<file path="src/rtl/core/vfcm_pkg.sv">
// Shared types, constants and lookup functions for the voxel face mesher.
package vfcm_pkg;

    localparam int GridXz     = 18;
    localparam int GridHeight = 128;
    localparam int StoreDepth = GridXz * GridHeight * GridXz;
    localparam int AddrW      = $clog2(StoreDepth);
    localparam int XzW        = 5;
    localparam int YW         = 7;
    localparam int CntW       = 20;
    localparam logic [CntW-1:0] CountMax = {CntW{1'b1}};

    typedef enum logic [1:0] {
        K_WRITE = 2'd0,
        K_MESH  = 2'd1,
        K_CLEAR = 2'd2,
        K_NONE  = 2'd3
    } t_kind;

    typedef struct packed {
        t_kind            kind;
        logic [XzW-1:0]   x;
        logic [YW-1:0]    y;
        logic [XzW-1:0]   z;
        logic [7:0]       btype;
    } t_cmd;

    typedef struct packed {
        logic [XzW-1:0] x;
        logic [7:0]     y;
        logic [XzW-1:0] z;
        logic [2:0]     face;
        logic [1:0]     corner;
        logic [1:0]     u;
        logic [1:0]     v;
        logic [CntW-1:0] idx;
        logic           last;
    } t_vert;

    typedef enum logic [2:0] {
        S_IDLE,
        S_CENTER,
        S_NBR,
        S_EMIT,
        S_CLEAR
    } t_state;

    localparam int QDepth = 4;

    // Linear address of an in-grid voxel.
    function automatic logic [AddrW-1:0] cell_addr(input logic [XzW-1:0] x,
                                                   input logic [YW:0] y,
                                                   input logic [XzW-1:0] z);
        logic [AddrW+1:0] a;
        a = ((AddrW+2)'(x) * (AddrW+2)'(GridHeight) + (AddrW+2)'(y))
            * (AddrW+2)'(GridXz) + (AddrW+2)'(z);
        return a[AddrW-1:0];
    endfunction

    // Cube corner (bit0 x, bit1 y, bit2 z) for face f, quad corner c.
    function automatic logic [2:0] face_corner(input logic [2:0] f, input logic [1:0] c);
        logic [2:0] p;
        logic [2:0] xyz;
        case ({f, c})
            {3'd0, 2'd0}: p = 3'd4; {3'd0, 2'd1}: p = 3'd7;
            {3'd0, 2'd2}: p = 3'd6; {3'd0, 2'd3}: p = 3'd5;
            {3'd1, 2'd0}: p = 3'd3; {3'd1, 2'd1}: p = 3'd0;
            {3'd1, 2'd2}: p = 3'd1; {3'd1, 2'd3}: p = 3'd2;
            {3'd2, 2'd0}: p = 3'd7; {3'd2, 2'd1}: p = 3'd3;
            {3'd2, 2'd2}: p = 3'd2; {3'd2, 2'd3}: p = 3'd6;
            {3'd3, 2'd0}: p = 3'd0; {3'd3, 2'd1}: p = 3'd4;
            {3'd3, 2'd2}: p = 3'd5; {3'd3, 2'd3}: p = 3'd1;
            {3'd4, 2'd0}: p = 3'd2; {3'd4, 2'd1}: p = 3'd1;
            {3'd4, 2'd2}: p = 3'd5; {3'd4, 2'd3}: p = 3'd6;
            {3'd5, 2'd0}: p = 3'd0; {3'd5, 2'd1}: p = 3'd3;
            {3'd5, 2'd2}: p = 3'd7; {3'd5, 2'd3}: p = 3'd4;
            default:      p = 3'd0;
        endcase
        // Corner numbering: 0..3 at z=0, 4..7 at z=1; x set for 2,3,6,7; y for 1,2,5,6.
        xyz[0] = (p[1:0] == 2'd2) || (p[1:0] == 2'd3);
        xyz[1] = (p[1:0] == 2'd1) || (p[1:0] == 2'd2);
        xyz[2] = p[2];
        return xyz;
    endfunction

endpackage

</file>
<file path="src/rtl/core/vfcm_front.sv">
// Front end: accepts input words and queues them as commands for the back end.
module vfcm_front (
    input  logic                i_clk,
    input  logic                i_rst_n,
    input  logic                i_push,
    output logic                o_full,
    input  vfcm_pkg::t_cmd      i_cmd,
    input  logic                i_take,
    output logic                o_avail,
    output vfcm_pkg::t_cmd      o_cmd
);
    localparam int PW = $clog2(vfcm_pkg::QDepth);

    vfcm_pkg::t_cmd r_mem [vfcm_pkg::QDepth];
    logic [PW-1:0]  r_wp, r_rp;
    logic [PW:0]    r_cnt;
    logic           w_put, w_get;

    assign o_full  = (r_cnt == (PW+1)'(vfcm_pkg::QDepth));
    assign o_avail = (r_cnt != '0);
    assign w_put   = i_push && !o_full;
    assign w_get   = i_take && o_avail;
    assign o_cmd   = r_mem[r_rp];

    // Unused kinds are dropped here so the back end never sees them.
    always_ff @(posedge i_clk) begin
        if (w_put && i_cmd.kind != vfcm_pkg::K_NONE) begin
            r_mem[r_wp] <= i_cmd;
        end
    end

    always_ff @(posedge i_clk) begin
        if (!i_rst_n) begin
            r_wp  <= '0;
            r_rp  <= '0;
            r_cnt <= '0;
        end else begin
            if (w_put && i_cmd.kind != vfcm_pkg::K_NONE) begin
                r_wp <= r_wp + 1'b1;
            end
            if (w_get) begin
                r_rp <= r_rp + 1'b1;
            end
            r_cnt <= r_cnt + (PW+1)'(w_put && i_cmd.kind != vfcm_pkg::K_NONE)
                           - (PW+1)'(w_get);
        end
    end
endmodule

</file>
<file path="config.mk">
export PLATFORM = sky130hd
export DESIGN_NAME = vfcm_front
export DESIGN_NICKNAME = d
export VERILOG_FILES = /design/src/rtl/core/vfcm_pkg.sv /design/src/rtl/core/vfcm_front.sv
export SDC_FILE = /design/constraint.sdc
export NUM_CORES = 1
export LEC_CHECK = 0
export BUFFER_PORTS_ARGS = -buffer_cell sky130_fd_sc_hd__buf_4
export CORE_UTILIZATION = 46
export DETAILED_ROUTE_END_ITERATION = 6
export PLACE_DENSITY = 0.69
export SYNTH_ARGS = -nofsm -noshare
export SYNTH_HDL_FRONTEND = slang
export SYNTH_SLANG_ARGS = --single-unit
</file>
<file path="constraint.sdc">
create_clock -name i_clk -period 5.1 [get_ports i_clk]
set_clock_uncertainty 0.2 [all_clocks]
set_input_delay 0.51 -clock i_clk [delete_from_list [all_inputs] [get_ports i_clk]]
set_output_delay 0.51 -clock i_clk [all_outputs]
set_load 0.005 [all_outputs]
</file>
==> qor.csv, run 1 <==
metric;value;unit
r2r_cells;11;
n_antenna_cell;0;
place_ws;2.387;ns
cts_buffers;17;
chipWidth;100.3;um
rsz0062_at_grt;no;
ys_top_cells_by_count;edfxtp_1 (108), mux4_2 (20), dfxtp_1 (9), and2_1 (7), mux4_1 (7);
fill_cells;696;
tns;0;ns
cts_tree;done;
peakVddDrop;0.2527;mV
grt_max_degree;28;
outcome;complete, no violations;
yosysSeqAreaShare;0.7707;
crit_type;register to output pin;
hpwlAfterDp;3937;um
initial_core_util;0.4784;
synth_most_common_cell;edfxtp_1;
grt_use_total;0.1579;
gp_congestion;0.6674;
cts_buffer_depth;2;
cts.sinks;117;
regToRegSetupSlack;2.49;ns
synthesis.nets;227;
synth-seq-cells;117;
tightestPinTransition;0.9336;ns
r2r-end;r_cnt[2];
min_to;r_mem[2][25];
synth_cell_types;21;
wl_per_cell;16.42;um
start_kind;register;
critPathTopFamily;flip-flops;
drtAntennaViolNets;0;
required;4.39;ns
drv_cap;0;
drc;0;
yosys_warnings;0;
postCtsSetupBuffers;0;
clk_transition_reported_paths;0.05;ns
finalSetupViolCount;0;
drive_above_1_share;0.3767;
r2r_start;r_cnt[1];
grt_pass1_wl;11250;um
cpMaxStageDelayCell;dfxtp_2;
netlist.area_leader.share;0.7301;
first_iter_violations;82;
max_freq;0.3320;GHz
leakagePower;2.039;nW
final_area;5811;sq um
placementRows;35;
insertion_delay;0.51;ns
p_per_area;487.2;nW/um^2
holdPathStages;1;
ys.flop_type;edfxtp_1;
hold_viol_final;0;
overflow;0;
slowest_delay;0.94;ns
io_buffers;59;
period_needed;3.012;ns
dpl_cell_area;5002;sq um
slew_violations;0;
cts_max_level;4;
dieArea;10050;sq um
cts_resized;0;
yosysTopAreaCell;edfxtp_1;
io_pins;60;
crit_buf_inv;1;
worstPathArrival;2.30;ns
routed_wirelength;7043;um
min_period_over_period;0.5906;
num_vias;2087;
syn_inst;189;
die_y;100.3;um
postLayoutSetupSlackWorst;2.088;ns
core_area;9284;sq um
grt_pass1_vias;2242;
area_growth;30.82;%
syn_area_per_cell;23.50;sq um
worstPathMaxFanout;27;
synth_edf_count;108;
max_slew_margin;0.3776;
hold_path_startpoint;i_cmd[25];
routed_via_density;4.865;
antenna_found_initial;0;
async_flop_share;0;
fin_nets;326;
synth.area.top_cells;edfxtp_1 (73%), mux4_2 (10%), mux4_1 (4.1%);
drt_first_pass_iters;4;
synth_area;4442;sq um
hold_path_class;input pin to register;
crit_chain;mux4_1 -> buf_4;
cts_root_buf;clkbuf_8;
crit_path_end_kind;output pin;
-- report_power, final --
group | internal [W] | switching [W] | leakage [nW]
Combinational | 0.000320 | 0.000179 | 0.709
Clock | 0.000728 | 0.000380 | 0.272
Sequential | 0.00114 | 0.0000838 | 1.06
Total | 0.00219 | 0.000643 | 2.04
-- sequential cells by signal (all words and copies together) (netlist names), named ones only --
| register | count |
|---|---|
| r_cnt | 3 |
| r_rp | 2 |
| r_mem | 108 |
| r_wp | 2 |
-- cell usage in the layout, fill, tap and decap left out --
cell type,n
mux4_1,7
dfxtp_2,1
clkinv_1,5
clkinv_4,1
clkbuf_8,1
buf_4,62
dfxtp_1,8
and2_2,2
a211oi_4,1
inv_1,6
bufinv_16,3
clkbuf_16,16
o311ai_2,1
mux2i_1,2
nand2_1,4
clkinv_2,3
clkinvlp_4,1
fa_1,1
xnor2_1,4
dlygate4sd3_1,25
edfxtp_1,108
clkbuf_1,1
ha_1,6
nor3b_2,1
o31a_1,1
and2_1,5
mux4_2,20
or3_1,1
nor2b_1,3
-- timing repair --
| item | CTS | global route |
|---|---|---|
| hold endpoints to repair | 96 | 4 |
| hold buffers | 24 | 1 |
| setup endpoints to repair | 0 | 0 |
-- per-stage QoR --
stage	hold WS (ns)	util	std cells	power (W)
finish	0.03225	0.6259	429	0.002831
global route	0.01430	0.6259	429	0.002958
CTS	0.002637	0.6248	428	0.002866
detailed placement	0.3015	0.5388	373	0.001740
global placement	0.2850	0.5388	373	0.001736
floorplan	0.2677	-	189	0.001539
-- per-layer routing --
layer | share of wire | wire [um] | track usage
met5 | 0 | 0 | 0
met4 | 0.013 | 95 | 0.08027
met2 | 0.48 | 3414 | 0.2445
met3 | 0.048 | 340 | 0.05850
met1 | 0.45 | 3193 | 0.1963
-- layout make-up --
type / count / area, sq um / area share
clock buffer: 18 / 417.9 / 0.07192
clock inverter: 13 / 140.1 / 0.02412
inverter: 6 / 22.52 / 0.003876
multi-input combinational: 59 / 928.4 / 0.1598
sequential: 117 / 3425 / 0.5894
tap: 129 / 161.4 / 0.02778
timing repair buffer: 87 / 715.7 / 0.1232
-- worst reg2reg max path: cells and delay by family, from the launching register on --
family | cells | cell delay, ns
compound gates | 1 | 0.35
xor+xnor | 2 | 0.27
fa+ha+maj | 3 | 0.77
buf+inv | 3 | 0.17
flops | 1 | 0.47
simple gates | 2 | 0.27
-- cells by family after synthesis --
group / Yosys count / synth area share
DFF: 117 / 0.7707
muxes: 29 / 0.1473
and+or+nand+nor: 16 / 0.02169
buffers and inverters: 13 / 0.02084
adders and majority gates: 7 / 0.02141
xor gates and xnor gates: 4 / 0.007887
AOI/OAI and AO/OA: 3 / 0.01014
-- worst max-delay path by stage --
stage / start / end / cells past startpoint
after CTS: register / o_cmd[24] / 2
after detailed placement: i_cmd[25] / r_cnt[2] / 11
after global placement: i_cmd[25] / r_cnt[2] / 11
after floorplan: r_cnt[1] / r_cnt[2] / 11
after global routing: register / o_cmd[24] / 2
final: register / o_cmd[24] / 2
No activity file was read; power rests on OpenSTA's default activity.
==> run 2, diff against run 1 <==
--- a/config.mk
+++ b/config.mk
@@ -5,10 +5,11 @@
 export SDC_FILE = /design/constraint.sdc
 export NUM_CORES = 1
 export LEC_CHECK = 0
+export ABC_AREA = 1
 export BUFFER_PORTS_ARGS = -buffer_cell sky130_fd_sc_hd__buf_4
 export CORE_UTILIZATION = 46
 export DETAILED_ROUTE_END_ITERATION = 6
-export PLACE_DENSITY = 0.69
+export PLACE_DENSITY = 0.71
 export SYNTH_ARGS = -nofsm -noshare
 export SYNTH_HDL_FRONTEND = slang
 export SYNTH_SLANG_ARGS = --single-unit
==> constraint.sdc (replaced) <==
create_clock -name i_clk -period 2.6 [get_ports i_clk]
set_clock_uncertainty 0.2 [all_clocks]
set_input_delay 0.26 -clock i_clk [delete_from_list [all_inputs] [get_ports i_clk]]
set_output_delay 0.26 -clock i_clk [all_outputs]
set_load 0.005 [all_outputs]
==> qor.csv, run 2 <==
metric;value;unit
outcome;complete, no violations;
wl_per_cell;15.27;um
regToRegSetupSlack;0.39;ns
area_growth;31.19;%
crit_chain;buf_4 -> o21ai_0 -> o22ai_1 -> buf_4;
num_vias;2905;
slowest_delay;0.63;ns
synth_xor_area_frac;0;
fill_cells;685;
drive_above_1_share;0.2517;
first_iter_violations;175;
synth-compound-area-share;0.09873;
postCtsSetupBuffers;0;
top_register;r_mem;
place_inst;513;
antenna_found_initial;0;
netlist.area_leader.share;0.7129;
max_slew_margin;0.6821;
seq_area;3426;sq um
drt_first_pass_iters;4;
ys.flop_type;edfxtp_1;
synth_most_common_cell;edfxtp_1;
crit_path_end_kind;output pin;
place_ws;0.3977;ns
n_antenna_cell;0;
dieArea;10290;sq um
rsz0062_at_grt;no;
p_per_area;962.9;nW/um^2
routed_wirelength;8765;um
finalSetupViolCount;0;
min_period_over_period;0.9366;
drc;0;
syn_inst;332;
cts_tree;done;
cts.sinks;117;
reg_top3;r_mem: 108 flops, r_cnt: 3 flops;
cts_buffers;17;
synth.area.top_cells;edfxtp_1 (71%), nor2_1 (5.5%), dfxtp_1 (4.0%);
cts_max_level;4;
final_cell_mix;edfxtp_1 (108), buf_4 (68), nor2_1 (63);
hold_path_startpoint;i_push;
synth_top_family_by_area;compound AO/OA/AOI/OAI gates;
postLayoutSetupSlackWorst;0.1649;ns
fin_nets;470;
period_needed;2.435;ns
hpwlAfterDp;4925;um
leakagePower;2.212;nW
peakVddDrop;0.5897;mV
grt_pass1_vias;2882;
yosysSeqAreaShare;0.7525;
io_buffers;59;
cts_root_buf;clkbuf_8;
grt_max_degree;55;
r2r_start;r_cnt[1];
placementRows;35;
drv_cap;0;
synth_fa_ha_area_frac;0.02090;
yosysTopAreaCell;edfxtp_1;
cts_buffer_depth;2;
synth_area;4549;sq um
final_area;5968;sq um
cpMaxStageDelayCell;dfxtp_2;
synth_simple_gate_area_share;0.07701;
synth_edf_count;108;
multi_input_area;924.6;sq um
slew_violations;0;
drtAntennaViolNets;0;
largest_reg_flops;108;
ys_top_cells_by_count;edfxtp_1 (108), nor2_1 (67), o21ai_0 (31), o22ai_1 (27), o21ai_1 (23);
worstPathArrival;1.98;ns
chipWidth;101.5;um
tightestPinTransition;0.4769;ns
synthMuxAreaShare;0;
synthesis.nets;370;
routed_via_density;5.061;
dpl_cell_area;5105;sq um
synth_cell_types;20;
max_freq;0.4107;GHz
insertion_delay;0.51;ns
layout_commonest_cell;edfxtp_1;
initial_core_util;0.4832;
fin_cells;574;
core_area;9415;sq um
die_y;101.5;um
cp_common_cell;buf_4;
clk_transition_reported_paths;0.06;ns
async_flop_share;0;
tns;0;ns
io_pins;60;
grt_use_total;0.1851;
gp_congestion;0.7327;
crit_type;register to output pin;
hold_path_class;input pin to register;
start_kind;register;
syn_area_per_cell;13.70;sq um
grt_pass1_wl;13690;um
yosys_warnings;0;
hold_viol_final;0;
worstPathMaxFanout;22;
overflow;0;
synth-seq-cells;117;
required;2.14;ns
## run 2: changes by cell type in the layout (fill, tap and decap cells not counted), sizes merged, moves of 3 or more
cell / delta
xnor2: -4
nand2: +15
o22ai: +27
inv: +14
nor2b: -3
nor2: +69
mux4: -27
and2: -7
clkinvlp: +3
buf: +6
dlygate4sd3: +4
o21ai: +54
## run 2: report_power, final
group          leakage [nW]  switching [W]  internal, W
combinational         0.883       0.000672     0.000543
sequential             1.06       0.000105      0.00225
clock                 0.270       0.000816      0.00136
## run 2: per-stage QoR
step                hold slack (ns)  power, W    util
floorplan                    0.1576  0.003086       -
global placement             0.2614  0.003551  0.5422
detailed placement           0.2643  0.003575  0.5422
CTS                          0.1510  0.005792  0.6339
global route                 0.2201  0.006023  0.6339
finish                       0.1647  0.005747  0.6339
## run 2: worst max-delay path, delay by kind of cell (launching register included)
family	cells	cell delay, ns
compound gates	2	0.36
buf+inv	2	0.47
flops	1	0.63
## run 2: path summary, 6_finish.rpt
path               to  cells after the start
min reg2reg  register                      2
min           r_wp[0]                      6
max reg2reg  r_cnt[2]                     10
max          o_cmd[4]                      4
## run 2: what timing repair did
| item | in CTS | in global routing |
|---|---|---|
| resized for setup | 1 | 0 |
| hold endpoints to repair | 117 | 0 |
| hold buffers | 29 | 0 |
| setup endpoints to repair | 4 | 0 |
## run 2: area by class of cell
class,instances,area share
well taps,129,0.02704
clock inverters,15,0.02642
repair buffers,97,0.1342
inverters,19,0.01405
clock buffers,17,0.06939
flip-flops and latches,117,0.5740
multi-input cells,180,0.1549
## run 2: metal layers
| layer | global-route usage | routed length [um] | up-vias |
|---|---|---|---|
| met4 | 0.07581 | 142 | 0 |
| met1 | 0.2292 | 3861 | 1382 |
| met2 | 0.3035 | 4293 | 95 |
| met3 | 0.05797 | 468 | 14 |
| li1 | - | - | 1414 |
| met5 | 0 | 0 | - |
## run 2: cell families (layout without fill, tap and decap cells)
kind of cell	after synthesis	count (layout)
flops	117	117
simple gates	90	90
buf+inv	35	148
compound gates	83	83
fa+ha+maj	7	7
==> run 3, diff against run 2 <==
==> constraint.sdc (replaced) <==
create_clock -name i_clk -period 2.6 [get_ports i_clk]
set_clock_uncertainty 0.2 [all_clocks]
set_input_delay 0.39 -clock i_clk [delete_from_list [all_inputs] [get_ports i_clk]]
set_output_delay 0.39 -clock i_clk [all_outputs]
set_load 0.005 [all_outputs]
==> qor.csv, run 3 (synthesized netlist as in run 2, its figures left out) <==
metric;value;unit
io_buffers;59;
place_ws;0.4792;ns
min_period_over_period;0.9215;
cpMaxStageDelayCell;dfxtp_4;
insertion_delay;0.51;ns
chipWidth;101.5;um
reg_top3;r_mem: 108 flops, r_cnt: 3 flops;
leakagePower;2.236;nW
gr-usage-met2;0.3354;
busiest_layer;met2;
gp_congestion;0.7396;
drc;0;
required;2.01;ns
switching_power;0.001576;W
antenna_found_initial;0;
routed_via_density;5.139;
multi_input_area;924.6;sq um
tightestPinTransition;0.3774;ns
cts.sinks;117;
utilization;0.6399;
final_cell_mix;edfxtp_1 (108), buf_4 (69), nor2_1 (63);
outcome;complete, no violations;
die_y;101.5;um
io_pins;60;
hold_viol_final;0;
drv_cap;0;
grt_use_total;0.2013;
postCtsSetupBuffers;0;
overflow;0;
seq_area;3428;sq um
core_area;9415;sq um
drtAntennaViolNets;0;
critPathTopFamily;flip-flops;
clk_transition_reported_paths;0.05;ns
slew_violations;0;
grt_pass1_vias;2917;
p_sw_frac;0.2699;
worstPathArrival;1.81;ns
p_seq_frac;0.403;
tns;0;ns
crit_path_end_kind;output pin;
drt_first_pass_iters;4;
n_antenna_cell;0;
postLayoutSetupSlackWorst;0.2042;ns
start_kind;register;
cp_common_cell;buf_4;
crit_chain;buf_4 -> o21ai_0 -> o22ai_1 -> buf_4;
hpwlAfterDp;5365;um
top_register;r_mem;
finalSetupViolCount;0;
p_per_area;969.0;nW/um^2
routed_wirelength;9366;um
layout_commonest_cell;edfxtp_1;
power.total;0.005838;W
p_clk_frac;0.383;
crit_type;register to output pin;
grt_max_degree;55;
area_growth;32.43;%
crit_buf_inv;2;
p_int;0.004262;W
num_vias;2965;
rsz0062_at_grt;no;
max_freq;0.4174;GHz
grt_pass1_wl;14700;um
hold_path_class;input pin to register;
placementRows;35;
cts_buffers;17;
cts_root_buf;clkbuf_8;
fin_nets;473;
wl_per_cell;16.23;um
fill_cells;707;
worstPathMaxFanout;23;
largest_reg_flops;108;
slowest_delay;0.51;ns
use_met3;0.05866;
drive_above_1_share;0.2500;
cts_buffer_depth;2;
max_slew_margin;0.7478;
period_needed;2.396;ns
cts_max_level;4;
power_frac_comb;0.214;
regToRegSetupSlack;0.48;ns
cts_tree;done;
dieArea;10290;sq um
use_met1;0.2470;
initial_core_util;0.4832;
first_iter_violations;92;
peakVddDrop;0.5040;mV
==> run 3: changes by cell type in the layout (fill, tap and decap cells not counted) <==
cell / previous run / this run
dfxtp_2: 2 / 1
clkinv_1: 0 / 2
clkinv_4: 5 / 2
clkbuf_1: 0 / 1
dfxtp_4: 0 / 1
bufinv_16: 2 / 3
buf_12: 0 / 2
buf_4: 68 / 69
inv_6: 2 / 1
==> run 3: power groups by stage <==
stage / clock network (W) / logic, W / registers (W)
2_1_floorplan: 0 / 0.000752 / 0.00233
6_report: 0.00224 / 0.00125 / 0.00235
3_5_place_dp: 0 / 0.00123 / 0.00239
4_1_cts: 0.00228 / 0.00127 / 0.00235
5_1_grt: 0.00237 / 0.00141 / 0.00237
3_3_place_gp: 0 / 0.00120 / 0.00238
==> run 3: per-layer routing <==
layer	vias up	share of wire	wire length (um)
met4	0	0.011	100
met2	113	0.52	4867
met5	-	0	0
met1	1427	0.40	3768
met3	10	0.067	629
li1	1415	-	-
==> run 3: worst reg2reg max path, stage by stage (launching register included) <==
cell and delay (ns):
dfxtp_1 0.35, nor2_2 0.15, nand2_2 0.08, nand2_1 0.08
inv_1 0.07, ha_1 0.29, inv_1 0.05, ha_1 0.13
inv_1 0.05, fa_1 0.37, nand2_1 0.08, nand2_1 0.05
nor2_1 0.10
==> run 3: timing repair <==
item | in CTS | in global routing
endpoints found under the setup margin | 0 | 16
resized for setup | 0 | 2
hold buffers | 29 | 0
hold endpoints to repair | 115 | 0
==> run 3: path summary, 6_finish.rpt <==
path | from | to | cells after the start
setup / recovery | register | o_cmd[1] | 4
hold / removal | i_push | r_wp[1] | 7
setup reg to reg | r_cnt[1] | r_cnt[2] | 12
hold reg to reg | r_rp[1] | register | 2
==> run 3: layout make-up <==
class	count	area share
clock inverter	14	0.02658
tap	129	0.02679
clock buffer	18	0.06937
timing repair buffer	100	0.1408
multi-input combinational	180	0.1535
sequential	117	0.5691
inverter	19	0.01391
==> run 3: metrics by stage <==
| step | hold slack, ns | std cells | area [sq um] |
|---|---|---|---|
| floorplan | 0.2603 | 332 | 4549 |
| global placement | 0.3249 | 516 | 5152 |
| detailed placement | 0.3266 | 516 | 5152 |
| CTS | 0.2905 | 577 | 6021 |
| global route | 0.3303 | 577 | 6025 |
| finish | 0.2935 | 577 | 6025 |
